**config.mk**
```make
export PLATFORM = sky130hd
export DESIGN_NAME = char_lcd_command_parser
export DESIGN_NICKNAME = d
export VERILOG_FILES = /design/src/design/clcd_pkg.sv /design/src/design/clcd_front.sv /design/src/design/clcd_queue.sv /design/src/design/clcd_back.sv /design/src/design/char_lcd_command_parser.sv
export SDC_FILE = /design/constraint.sdc
export NUM_CORES = 1
export LEC_CHECK = 0
export BUFFER_PORTS_ARGS = -buffer_cell sky130_fd_sc_hd__buf_2
export CAP_MARGIN = 15
export CORE_MARGIN = 1.5
export CORE_UTILIZATION = 45
export CTS_BUF_LIST = sky130_fd_sc_hd__clkbuf_16
export DETAILED_ROUTE_END_ITERATION = 16
export HOLD_SLACK_MARGIN = 0.12
export PLACE_DENSITY_LB_ADDON = 0.08
export SYNTH_ARGS = -nofsm -noshare
export SYNTH_HDL_FRONTEND = slang
export SYNTH_HIERARCHICAL = 1
export SYNTH_SLANG_ARGS = --single-unit
export TNS_END_PERCENT = 30
```
**constraint.sdc**
```tcl
create_clock -name clk -period 5.25 [get_ports clk]
set_input_delay 1.3125 -clock clk [delete_from_list [all_inputs] [get_ports clk]]
set_output_delay 1.3125 -clock clk [all_outputs]
set_load 0.03 [all_outputs]
```
**src/design/clcd_pkg.sv**
```systemverilog
// Shared types and constants for the character LCD command parser.
// Used by every module of the block; depends on nothing else.
package clcd_pkg;

    // Parser modes.
    typedef enum logic [2:0] {
        MODE_TEXT     = 3'd0,
        MODE_SET_CODE = 3'd1,
        MODE_LEVEL    = 3'd2,
        MODE_ADDRESS  = 3'd3,
        MODE_RECORD   = 3'd4
    } clcd_mode_t;

    // Display operations carried by a result item.
    typedef enum logic [2:0] {
        OP_WRITE_CHAR = 3'd0,
        OP_CLEAR      = 3'd1,
        OP_GLYPH_ADDR = 3'd2,
        OP_GLYPH_ROW  = 3'd3,
        OP_CONTRAST   = 3'd4,
        OP_BUS_ADDR   = 3'd5
    } clcd_op_t;

    // Configuration register indexes.
    typedef enum logic {
        CFG_SETTING_ESCAPE = 1'b0,
        CFG_COMMAND_ESCAPE = 1'b1
    } clcd_cfg_idx_t;

    // Back end sequencer states.
    typedef enum logic {
        BACK_CMD  = 1'b0,
        BACK_ROWS = 1'b1
    } clcd_back_state_t;

    localparam logic [7:0] SETTING_ESCAPE_RESET = 8'd124;
    localparam logic [7:0] COMMAND_ESCAPE_RESET = 8'd254;

    // Setting mode codes.
    localparam logic [7:0] SET_CONTRAST     = 8'd24;
    localparam logic [7:0] SET_ADDRESS      = 8'd25;
    localparam logic [7:0] SET_RECORD_FIRST = 8'd27;
    localparam logic [7:0] SET_RECORD_LAST  = 8'd34;
    localparam logic [7:0] SET_GLYPH_FIRST  = 8'd35;
    localparam logic [7:0] SET_GLYPH_LAST   = 8'd42;
    localparam logic [7:0] SET_CLEAR        = 8'd45;

    // Glyph RAM address command base and index of the final glyph row.
    localparam logic [8:0] CGRAM_CMD      = 9'h040;
    localparam logic [2:0] GLYPH_ROW_LAST = 3'd7;

    // One queued display command (also the payload of a result item).
    typedef struct packed {
        clcd_op_t   op;
        logic [3:0] col;
        logic       row;
        logic [8:0] value;
    } clcd_cmd_t;

    // Glyph row read request from the back end to the front end.
    typedef struct packed {
        logic       done;
        logic [2:0] idx;
    } clcd_glyph_req_t;

endpackage

```
**src/design/clcd_front.sv**
```systemverilog
// Front end of the LCD command parser: mode machine, cursor tracking,
// configuration registers and the custom glyph row buffer. Uses clcd_pkg.
module clcd_front #(
    parameter int COLUMNS = 16,
    parameter int ROWS    = 2
) (
    input  logic                       clk,
    input  logic                       rst_n,
    input  logic                       cfg_we,
    input  logic                       cfg_index,
    input  logic [7:0]                 cfg_data,
    input  logic                       in_valid,
    output logic                       in_ready,
    input  logic [7:0]                 in_byte,
    output logic                       push,
    output clcd_pkg::clcd_cmd_t        push_cmd,
    input  logic                       q_full,
    input  clcd_pkg::clcd_glyph_req_t  glyph_req,
    output logic [7:0]                 glyph_row
);

    localparam logic [3:0] ColLast = 4'(COLUMNS - 1);
    localparam logic       RowLast = 1'(ROWS - 1);

    clcd_pkg::clcd_mode_t mode_reg, mode_next;
    logic [3:0] col_reg, col_next;
    logic       row_reg, row_next;
    logic [2:0] slot_reg, slot_next;
    logic [2:0] ridx_reg, ridx_next;
    logic       busy_reg, busy_next;
    logic [7:0] set_esc_reg, cmd_esc_reg;
    logic [7:0] glyph_rows_reg [8];
    logic       fire;
    logic [3:0] col_adv;
    logic       row_adv;

    assign in_ready  = !q_full && !(mode_reg == clcd_pkg::MODE_RECORD && busy_reg);
    assign fire      = in_valid && in_ready;
    assign glyph_row = glyph_rows_reg[glyph_req.idx];

    // Cursor position after one written character.
    always_comb
    begin
        if (col_reg == ColLast)
        begin
            col_adv = 4'd0;
            row_adv = (row_reg == RowLast) ? 1'b0 : row_reg + 1'b1;
        end
        else
        begin
            col_adv = col_reg + 4'd1;
            row_adv = row_reg;
        end
    end

    always_comb
    begin
        mode_next = mode_reg;
        col_next  = col_reg;
        row_next  = row_reg;
        slot_next = slot_reg;
        ridx_next = ridx_reg;
        push      = 1'b0;
        push_cmd  = '{op: clcd_pkg::OP_WRITE_CHAR, col: col_reg, row: row_reg,
                      value: {1'b0, in_byte}};
        if (fire)
        begin
            case (mode_reg)
                clcd_pkg::MODE_TEXT:
                begin
                    if (in_byte == set_esc_reg)
                    begin
                        mode_next = clcd_pkg::MODE_SET_CODE;
                    end
                    else if (in_byte != cmd_esc_reg)
                    begin
                        push     = 1'b1;
                        col_next = col_adv;
                        row_next = row_adv;
                    end
                end
                clcd_pkg::MODE_SET_CODE:
                begin
                    mode_next = clcd_pkg::MODE_TEXT;
                    if (in_byte == clcd_pkg::SET_CONTRAST)
                    begin
                        mode_next = clcd_pkg::MODE_LEVEL;
                    end
                    else if (in_byte == clcd_pkg::SET_ADDRESS)
                    begin
                        mode_next = clcd_pkg::MODE_ADDRESS;
                    end
                    else if (in_byte inside {[clcd_pkg::SET_RECORD_FIRST:
                                              clcd_pkg::SET_RECORD_LAST]})
                    begin
                        mode_next = clcd_pkg::MODE_RECORD;
                        slot_next = 3'(in_byte - clcd_pkg::SET_RECORD_FIRST);
                    end
                    else if (in_byte inside {[clcd_pkg::SET_GLYPH_FIRST:
                                              clcd_pkg::SET_GLYPH_LAST]})
                    begin
                        slot_next      = 3'(in_byte - clcd_pkg::SET_GLYPH_FIRST);
                        push           = 1'b1;
                        push_cmd.value = {6'd0, slot_next};
                        col_next       = col_adv;
                        row_next       = row_adv;
                    end
                    else if (in_byte == clcd_pkg::SET_CLEAR)
                    begin
                        push     = 1'b1;
                        push_cmd = '{op: clcd_pkg::OP_CLEAR, col: 4'd0, row: 1'b0,
                                     value: 9'd0};
                        col_next = 4'd0;
                        row_next = 1'b0;
                    end
                end
                clcd_pkg::MODE_LEVEL:
                begin
                    mode_next = clcd_pkg::MODE_TEXT;
                    push      = 1'b1;
                    push_cmd  = '{op: clcd_pkg::OP_CONTRAST, col: 4'd0, row: 1'b0,
                                  value: {in_byte, 1'b0}};
                end
                clcd_pkg::MODE_ADDRESS:
                begin
                    mode_next = clcd_pkg::MODE_TEXT;
                    push      = 1'b1;
                    push_cmd  = '{op: clcd_pkg::OP_BUS_ADDR, col: 4'd0, row: 1'b0,
                                  value: {1'b0, in_byte}};
                end
                clcd_pkg::MODE_RECORD:
                begin
                    if (ridx_reg != clcd_pkg::GLYPH_ROW_LAST)
                    begin
                        ridx_next = ridx_reg + 3'd1;
                    end
                    else
                    begin
                        ridx_next = 3'd0;
                        mode_next = clcd_pkg::MODE_TEXT;
                        push      = 1'b1;
                        push_cmd  = '{op: clcd_pkg::OP_GLYPH_ADDR, col: 4'd0, row: 1'b0,
                                      value: clcd_pkg::CGRAM_CMD
                                             | {3'd0, slot_reg, 3'd0}};
                    end
                end
                default:
                begin
                    mode_next = clcd_pkg::MODE_TEXT;
                end
            endcase
        end
    end

    // The row buffer stays locked from the glyph address command until the
    // back end has read the final row.
    always_comb
    begin
        busy_next = busy_reg;
        if (push && push_cmd.op == clcd_pkg::OP_GLYPH_ADDR)
        begin
            busy_next = 1'b1;
        end
        else if (glyph_req.done)
        begin
            busy_next = 1'b0;
        end
    end

    always_ff @(posedge clk or negedge rst_n)
    begin
        if (!rst_n)
        begin
            mode_reg    <= clcd_pkg::MODE_TEXT;
            col_reg     <= 4'd0;
            row_reg     <= 1'b0;
            slot_reg    <= 3'd0;
            ridx_reg    <= 3'd0;
            busy_reg    <= 1'b0;
            set_esc_reg <= clcd_pkg::SETTING_ESCAPE_RESET;
            cmd_esc_reg <= clcd_pkg::COMMAND_ESCAPE_RESET;
        end
        else
        begin
            mode_reg <= mode_next;
            col_reg  <= col_next;
            row_reg  <= row_next;
            slot_reg <= slot_next;
            ridx_reg <= ridx_next;
            busy_reg <= busy_next;
            if (cfg_we && cfg_index == clcd_pkg::CFG_SETTING_ESCAPE)
            begin
                set_esc_reg <= cfg_data;
            end
            if (cfg_we && cfg_index == clcd_pkg::CFG_COMMAND_ESCAPE)
            begin
                cmd_esc_reg <= cfg_data;
            end
        end
    end

    always_ff @(posedge clk)
    begin
        if (fire && mode_reg == clcd_pkg::MODE_RECORD)
        begin
            glyph_rows_reg[ridx_reg] <= in_byte;
        end
    end

endmodule

```
**src/design/clcd_queue.sv**
```systemverilog
// Two-entry command queue between the front and back ends of the
// LCD command parser. Uses clcd_pkg for the command type.
module clcd_queue (
    input  logic                 clk,
    input  logic                 rst_n,
    input  logic                 push,
    input  clcd_pkg::clcd_cmd_t  push_cmd,
    output logic                 full,
    input  logic                 pop,
    output clcd_pkg::clcd_cmd_t  pop_cmd,
    output logic                 empty
);

    clcd_pkg::clcd_cmd_t entry_reg [2];
    logic       wr_ptr_reg, wr_ptr_next;
    logic       rd_ptr_reg, rd_ptr_next;
    logic [1:0] count_reg, count_next;

    assign full    = (count_reg == 2'd2);
    assign empty   = (count_reg == 2'd0);
    assign pop_cmd = entry_reg[rd_ptr_reg];

    always_comb
    begin
        wr_ptr_next = wr_ptr_reg + (push ? 1'b1 : 1'b0);
        rd_ptr_next = rd_ptr_reg + (pop ? 1'b1 : 1'b0);
        count_next  = count_reg + (push ? 2'd1 : 2'd0) - (pop ? 2'd1 : 2'd0);
    end

    always_ff @(posedge clk or negedge rst_n)
    begin
        if (!rst_n)
        begin
            wr_ptr_reg <= 1'b0;
            rd_ptr_reg <= 1'b0;
            count_reg  <= 2'd0;
        end
        else
        begin
            wr_ptr_reg <= wr_ptr_next;
            rd_ptr_reg <= rd_ptr_next;
            count_reg  <= count_next;
        end
    end

    always_ff @(posedge clk)
    begin
        if (push)
        begin
            entry_reg[wr_ptr_reg] <= push_cmd;
        end
    end

endmodule

```
**src/design/clcd_back.sv**
```systemverilog
// Back end of the LCD command parser: takes queued commands and drives the
// registered result stream, expanding a glyph into its eight rows. Uses clcd_pkg.
module clcd_back (
    input  logic                       clk,
    input  logic                       rst_n,
    input  logic                       q_empty,
    input  clcd_pkg::clcd_cmd_t        q_cmd,
    output logic                       q_pop,
    output clcd_pkg::clcd_glyph_req_t  glyph_req,
    input  logic [7:0]                 glyph_row,
    output logic                       out_valid,
    input  logic                       out_ready,
    output clcd_pkg::clcd_cmd_t        out_cmd,
    output logic                       out_last
);

    clcd_pkg::clcd_back_state_t state_reg, state_next;
    logic [2:0]          idx_reg, idx_next;
    logic                out_valid_reg, out_valid_next;
    clcd_pkg::clcd_cmd_t out_cmd_reg, out_cmd_next;
    logic                out_last_reg, out_last_next;
    logic                load_en;

    assign load_en   = !out_valid_reg || out_ready;
    assign out_valid = out_valid_reg;
    assign out_cmd   = out_cmd_reg;
    assign out_last  = out_last_reg;

    always_comb
    begin
        state_next     = state_reg;
        idx_next       = idx_reg;
        out_valid_next = out_valid_reg;
        out_cmd_next   = out_cmd_reg;
        out_last_next  = out_last_reg;
        q_pop          = 1'b0;
        glyph_req.idx  = idx_reg;
        glyph_req.done = 1'b0;
        if (load_en)
        begin
            case (state_reg)
                clcd_pkg::BACK_ROWS:
                begin
                    out_valid_next = 1'b1;
                    out_cmd_next   = '{op: clcd_pkg::OP_GLYPH_ROW, col: 4'd0, row: 1'b0,
                                       value: {1'b0, glyph_row}};
                    out_last_next  = (idx_reg == clcd_pkg::GLYPH_ROW_LAST);
                    if (idx_reg == clcd_pkg::GLYPH_ROW_LAST)
                    begin
                        state_next     = clcd_pkg::BACK_CMD;
                        idx_next       = 3'd0;
                        glyph_req.done = 1'b1;
                    end
                    else
                    begin
                        idx_next = idx_reg + 3'd1;
                    end
                end
                clcd_pkg::BACK_CMD:
                begin
                    out_valid_next = !q_empty;
                    if (!q_empty)
                    begin
                        q_pop         = 1'b1;
                        out_cmd_next  = q_cmd;
                        out_last_next = (q_cmd.op != clcd_pkg::OP_GLYPH_ADDR);
                        if (q_cmd.op == clcd_pkg::OP_GLYPH_ADDR)
                        begin
                            state_next = clcd_pkg::BACK_ROWS;
                            idx_next   = 3'd0;
                        end
                    end
                end
                default:
                begin
                    state_next = clcd_pkg::BACK_CMD;
                end
            endcase
        end
    end

    always_ff @(posedge clk or negedge rst_n)
    begin
        if (!rst_n)
        begin
            state_reg     <= clcd_pkg::BACK_CMD;
            idx_reg       <= 3'd0;
            out_valid_reg <= 1'b0;
        end
        else
        begin
            state_reg     <= state_next;
            idx_reg       <= idx_next;
            out_valid_reg <= out_valid_next;
        end
    end

    always_ff @(posedge clk)
    begin
        out_cmd_reg  <= out_cmd_next;
        out_last_reg <= out_last_next;
    end

endmodule

```
**src/design/char_lcd_command_parser.sv**
```systemverilog
// Top level of the character LCD command parser: front end, command queue
// and back end. Depends on clcd_pkg, clcd_front, clcd_queue and clcd_back.
//
//   Channel   Direction  Handshake                      Payload
//   s_axis    in         s_axis_tvalid / s_axis_tready  rx_byte
//   m_axis    out        m_axis_tvalid / m_axis_tready  op, cursor_col, cursor_row, value;
//                                                       last on m_axis_tlast
//   cfg       in         cfg_we (no wait)               cfg_index selects, cfg_data
//
// A received item is taken while the queue has room, apart from the hold-off
// below; a byte that causes one result passes through the queue and the result
// register to m_axis. A finished glyph gives nine result items, one per cycle
// from the back end's row sequencer while m_axis is ready.
// While those rows are still being sent, the first row byte of a new recording
// is held off, because the row buffer is still being read.
// Reset (rst_n, asynchronous, active low) returns the mode to normal, the
// cursor to the top left, and the escape registers to 124 and 254.
// A stall on m_axis backs up into the two-entry queue and then onto s_axis.
module char_lcd_command_parser #(
    parameter int COLUMNS = 16,
    parameter int ROWS    = 2
) (
    input  logic        clk,
    input  logic        rst_n,
    // Configuration write port.
    input  logic        cfg_we,
    input  logic        cfg_index,
    input  logic [7:0]  cfg_data,
    // Received bytes.
    input  logic        s_axis_tvalid,
    output logic        s_axis_tready,
    input  logic [7:0]  s_axis_tdata,   // [7:0] rx_byte
    // Display commands.
    output logic        m_axis_tvalid,
    input  logic        m_axis_tready,
    output logic [23:0] m_axis_tdata,   // [2:0] op, [6:3] cursor_col, [7] cursor_row,
                                        // [16:8] value, [23:17] zero
    output logic        m_axis_tlast
);

    // Front to queue.
    logic                      push;
    clcd_pkg::clcd_cmd_t       push_cmd;
    logic                      q_full;
    // Queue to back.
    logic                      q_pop;
    clcd_pkg::clcd_cmd_t       q_cmd;
    logic                      q_empty;
    // Glyph row buffer read by the back end.
    clcd_pkg::clcd_glyph_req_t glyph_req;
    logic [7:0]                glyph_row;
    // Result register contents.
    clcd_pkg::clcd_cmd_t       out_cmd;

    // The front end decodes each byte against the mode machine and queues
    // at most one command per byte. A glyph is queued as a single address
    // command; the back end expands it by reading the row buffer here.
    clcd_front #(
        .COLUMNS (COLUMNS),
        .ROWS    (ROWS)
    ) u_front (
        .clk       (clk),
        .rst_n     (rst_n),
        .cfg_we    (cfg_we),
        .cfg_index (cfg_index),
        .cfg_data  (cfg_data),
        .in_valid  (s_axis_tvalid),
        .in_ready  (s_axis_tready),
        .in_byte   (s_axis_tdata),
        .push      (push),
        .push_cmd  (push_cmd),
        .q_full    (q_full),
        .glyph_req (glyph_req),
        .glyph_row (glyph_row)
    );

    // Short queue so the front end keeps taking bytes while the output stalls.
    clcd_queue u_queue (
        .clk      (clk),
        .rst_n    (rst_n),
        .push     (push),
        .push_cmd (push_cmd),
        .full     (q_full),
        .pop      (q_pop),
        .pop_cmd  (q_cmd),
        .empty    (q_empty)
    );

    // The back end owns the output register.
    clcd_back u_back (
        .clk       (clk),
        .rst_n     (rst_n),
        .q_empty   (q_empty),
        .q_cmd     (q_cmd),
        .q_pop     (q_pop),
        .glyph_req (glyph_req),
        .glyph_row (glyph_row),
        .out_valid (m_axis_tvalid),
        .out_ready (m_axis_tready),
        .out_cmd   (out_cmd),
        .out_last  (m_axis_tlast)
    );

    // Pack the result fields, lowest field first, padded to three bytes.
    assign m_axis_tdata = {7'd0, out_cmd.value, out_cmd.row, out_cmd.col, out_cmd.op};

endmodule

```
# Word-level counts from Yosys, hierarchy flattened
# Memory sizes are Yosys's and may differ from the RTL's.
# Index checks and enable logic that the tools add are counted.
# totals
ram_bits	98
n_memories	2
out_inout_bits	27
inputBits	22
ff_bits	58
wordCells	166
# mem_list
memory	depth	word_bits	read_ports	rd_ports_with_merged_regs	wr	line_no	source
u_front.glyph_rows_reg	8	8	1	0	1	clcd_front.sv:32	logic [7:0] glyph_rows_reg [8];
u_queue.entry_reg	2	17	1	0	1	clcd_queue.sv:14	clcd_pkg::clcd_cmd_t entry_reg [2];
# op_classes
muxes	75
n_bitwise	4
addsub	10
reduce_logical	26
n_lt_le_gt_ge	4
n_eq_ne	26
# op_table
operator	count
$mux 17	4
$pmux 17 s4	1
$mux 1	37
$pmux 17 s2	1
$mux 3	11
$mux 4	8
$mux 15	2
$eq 8x5->1 const B	2
$le 8x6->1 const B	2
$mux 16	1
$eq 3x2->1 const B	4
$ne 2x2->1 const B	6
$logic_and 1x1->1	9
$mux 9	1
$pmux 3 s3	1
$eq 8x6->1 const B	1
$eq 8x8->1	1
$ge 8x5->1 const B	1
$ge 8x6->1 const B	1
$ne 8x8->1	1
$pmux 1 s2	4
$pmux 4 s2	1
$reduce_and 8->1	1
$add 3x1->3 const B	2
27 further kinds	42

# Depth between registers and ports, before layout
# depth
depth_word	11
ltp_mapped	10
ltp_nobuf	9

# By module
# Netlist, hierarchy kept.
# modules_own_cells
module	cells_each	seq_area_each_um2	area_per_inst_um2	n_inst
clcd_front	338	2712.6	4730.8	1
clcd_queue	69	1121.1	1485.2	1
clcd_back	63	665.6	988.4	1
char_lcd_command_parser	8	0.0	56.3	1

# Worst setup path after synthesis
# Ideal clock, no wire load.
# synth_path
path_type	input -> register
startpoint	input port s_axis_tdata[4]
endpoint	memory u_queue/entry_reg[0][0] in the netlist's numbering, enable pin
setup_ns	0.375
setup_slack_ns	1.595
n_path_buf	1
required_ns	4.875
stages	7
arrival_ns	3.280
path_cell_list	buf_2 -> nor4b_4 -> o31ai_1 -> nor3_2 -> a21oi_1 -> a221oi_1 -> ha_1
# synth_between
elab_chain_len	10
elab_cells_between_ends	22
classes_between	4 x order compare; 5 x eq/ne; 11 x mux; 2 x reduce/logical
# synth_rtl
element	line_no	source
start: declaration	char_lcd_command_parser.sv:32	input logic [7:0] s_axis_tdata,
$ge 8x6->1 (tied with other cells)	clcd_front.sv:99	else if (in_byte inside {[clcd_pkg::SET_GLYPH_FIRST:
$logic_and 1x1->1 or $mux 1 (tied branches)	clcd_front.sv:99, clcd_front.sv:108	
$mux 1	clcd_front.sv:99	
$mux 1	clcd_front.sv:93	else if (in_byte inside {[clcd_pkg::SET_RECORD_FIRST:
$mux 1	clcd_front.sv:89	else if (in_byte == clcd_pkg::SET_ADDRESS)
$mux 1	clcd_front.sv:85	if (in_byte == clcd_pkg::SET_CONTRAST)
$pmux 1 s4 (*)	clcd_front.sv:68	case (mode_reg)
$mux 1 (*)	clcd_front.sv:66	if (fire)
net push	char_lcd_command_parser.sv:42	logic push;
$mux 1 (*)	clcd_queue.sv:48	if (push)
$mux 1 (implied by the code) (*)	clcd_queue.sv:50	entry_reg[wr_ptr_reg] <= push_cmd;
end: declaration	clcd_queue.sv:14	
# The timed path passes the listed nets; every way through them passes the cells marked *.

# Worst setup path in the final report
# layout_path
startpoint	input port s_axis_tdata[0]
endpoint	memory u_queue/entry_reg[0][9] in the netlist's numbering, enable pin
# Same word-level chain as after synthesis.

==> qor.log <==
INFO  outcome        outcome=complete, no violations
INFO  synth          postSynthRegisterBits=156
INFO  clock_network  cts-buffers-inserted=17
INFO  finish         final.fill_count=1353
INFO  global_routing globalRoute.totalOverflow=0
INFO  clock_network  tritoncts_clock_tree=done
INFO  global_routing grt_pass1_vias=3928
INFO  placement      place_hpwl=9.70mm
INFO  global_routing global_route_wire_length_before_repair=22.1mm
INFO  placement      gp_congestion=0.876
INFO  setup_path     setup.worst_path.end_class=flop
INFO  power          power-per-cell-area=491mW/mm^2
INFO  global_routing maximum_number_of_pins_on_one_net_before_global_route_repair=41
INFO  power          power.static_leakage=0.00301uW
INFO  finish         post_layout_nonfiller_instances=748
INFO  die            initial_cell_density_of_the_core=45.9%
INFO  synth          synth_top_cell_area_share=48.0%
INFO  timing         period_share=74.2%
INFO  setup_path     cp_max_fo=17
INFO  clock_network  ctsLongestPathBuffers=2
INFO  finish         max_reg_flops=64
INFO  timing         maxClockFrequency=0.257GHz
INFO  synth          synth.top_cells.by_area=sky130_fd_sc_hd__edfxtp_1 (48%), sky130_fd_sc_hd__dfrtp_1 (9.7%), sky130_fd_sc_hd__mux2_2 (6.4%)
INFO  timing         timing_hold_violations_final=0
INFO  synth          yosysMostFrequentCell=sky130_fd_sc_hd__edfxtp_1
INFO  setup_path     setup.worst_path.start_class=input pin
INFO  synth          synthesis.area_per_instance=15.2um^2
INFO  synth          synth-warning-count=6
INFO  synth          yosys.cell_types.count=70
INFO  synth          synth_ff_type=sky130_fd_sc_hd__edfxtp_1
INFO  finish         final-seq-area=0.00450mm^2
INFO  finish         syn_to_final_growth=12.1%
INFO  synth          synth_area=0.00726mm^2
INFO  setup_path     minimum_setup_slack_among_reg_to_reg_paths=2.03ns
INFO  synth          yosys-top-cells-count=sky130_fd_sc_hd__edfxtp_1 (116), sky130_fd_sc_hd__mux2_2 (41), sky130_fd_sc_hd__dfrtp_1 (28)
INFO  timing         final.min_clock_period=3.89ns
INFO  placement      placed_cell_area=0.00761mm^2
INFO  power          p_total=3990uW
INFO  drt            drc_violations_left=0
INFO  placement      io_buffers=41
INFO  drt            drt_pass_1_iters=4
INFO  timing         worst_slew_margin_rel=31.2%
INFO  drt            route.vias.total=3973
INFO  die            chipWidth=130um
INFO  finish         final_layout_size_suffix_gt1_share=33.3%
INFO  power          worst_ir_drop_vdd=0.263mV
INFO  min_path       path_type_of_the_worst_min_delay_path=reg2reg
INFO  die            row_count=46
INFO  synth          synth_edf_count=116
INFO  clock_network  clock_latency=0.42ns
INFO  synth          postSynth.asyncResetShare=25.6%
INFO  clock_network  clk_transition_reported_paths=0.06ns
INFO  clock_network  cts_setup_buffers=0
INFO  die            chipHeight=130um
INFO  clock_network  cts.hold.buffers_added=0
INFO  finish         num_antenna_cells=0
INFO  job            drv.max_cap_violation_count=0
INFO  global_routing grt_antenna_before_repair=0
INFO  clock_network  post_cts_resize_count=0
INFO  synth          ys_seq_area_share=62.0%
INFO  placement      placed_cells_incl_taps=716
INFO  timing         timing.setup.tns=0ns
INFO  timing         finalClockSkew=0.00712ns
INFO  synth          synth_top_area_cell=sky130_fd_sc_hd__edfxtp_1
INFO  timing         maxSlewViolCount=0
INFO  setup_path     criticalPathCategory=in2reg
INFO  drt            drt-wirelength-per-cell=18.9um
INFO  timing         final-setup-viol-count=0
INFO  drt            drt_first_iter_violations=315
INFO  finish         nNetsFinal=555
INFO  drt            detail-route-antenna-nets=0
INFO  setup_path     worst-endpoint-required=5.29ns
INFO  finish         multi_input_comb_area=0.00257mm^2
INFO  clock_network  cts_max_level=4
INFO  timing         hold_slack=0.510ns
INFO  timing         grt_setup_unrepaired=no
INFO  finish         fin_area=0.00814mm^2
INFO  clock_network  clock_tree.root_cell=sky130_fd_sc_hd__clkbuf_16
INFO  timing         least_margin_pin_slew=1.03ns
INFO  die            core-area=0.0158mm^2
INFO  die            design.die.area=0.0169mm^2
INFO  synth          netlist_instances=478
INFO  drt            viasPerCell=5.31
INFO  die            design.portCount=49
INFO  clock_network  cts_num_sinks=156
INFO  global_routing grt_util_all_layers=18.1%
INFO  drt            route.final.wire_length=14.2mm
INFO  setup_path     critical_path_arrival=3.94ns
## path summary, 6_finish.rpt
path                                           from                       to  cells past startpoint
max in group asynchronous                     rst_n      u_front/slot_reg[2]                      2
worst min-delay path                u_front/row_reg          u_front/row_reg                      1
worst max-delay path                s_axis_tdata[0]  u_queue/entry_reg[0][9]                      9
worst min register to register      u_front/row_reg          u_front/row_reg                      1
min in group asynchronous                     rst_n         u_back/out_valid                      2
worst max register to register  u_front/mode_reg[2]  u_queue/entry_reg[0][9]                      6
## layout by cell type (no fill, tap or decap), drive strengths merged, types with 3 or more instances in the layout
cell type and instances:
edfxtp 116, mux2 55, buf 44, dfrtp 28, nor2 23, nand2 21
nor2b 20, clkbuf 17, mux4 16, ha 14, inv 13, dfstp 12
o21ai 12, a21oi 11, nor3 11, xnor2 10, xor2 9, clkinv 9
conb 7, clkinvlp 5, nand2b 5, and3 5, nand3 5, nor4 5
or3b 4, a22o 4, o2bb2ai 4, nand4 3, nand3b 3, and2 3
mux2i 3, nor4b 3, or3 3, a21o 3
## metal layers
layer  vias up  part of all wire (%)  global-route usage (%)
li1       1877                     -                       -
met1      2008                    47                    25.2
met2        73                    48                    28.5
met3        15                   3.3                    3.85
met4         0                   1.4                    6.08
met5         -                     0                       0
## layout make-up
type                            count  area share (%)
Tap cell                          216            3.32
Sequential cell                   156            55.3
Clock inverter                     15            1.26
Multi-Input combinational cell    288            31.6
Clock buffer                       17            5.23
Timing Repair Buffer               44            2.80
Inverter                           12           0.553
## worst max-delay path, stage by stage
cell and delay, ns:
sky130_fd_sc_hd__buf_2 0.28, sky130_fd_sc_hd__inv_1 0.13, sky130_fd_sc_hd__ha_1 0.21, sky130_fd_sc_hd__nor2b_1 0.17, sky130_fd_sc_hd__o31ai_1 0.12, sky130_fd_sc_hd__nor3_2 0.27, sky130_fd_sc_hd__a21oi_1 0.12, sky130_fd_sc_hd__a221oi_1 0.51
sky130_fd_sc_hd__ha_1 0.80
## power breakdown
part | internal (uW) | switching (uW)
registers | 1590 | 196
clock network | 599 | 481
logic | 539 | 585
total | 2730 | 1260
## stage by stage
step | util, % | worst slack [ns]
after detailed placement | 48.1 | 0.921
final | 51.4 | 1.36
after global routing | 51.4 | 1.08
after global placement | 48.1 | 1.02
after CTS | 51.4 | 1.34
after floorplan | - | 1.60
## logic make-up (layout without fill, tap and decap cells)
kind of cell	count (synthesis)	in the layout	share of synthesized area [%]
buffers and inverters	40	88	3.15
flip-flops	156	156	62.0
adder cells (fa/ha/maj)	14	14	2.41
AO/OA/AOI/OAI	54	54	5.58
AND/OR/NAND/NOR	119	119	9.68
XOR/XNOR	20	20	2.62
multiplexers	74	74	14.5
other	1	7	0.0516
No activity file was read; power rests on OpenSTA's default activity.
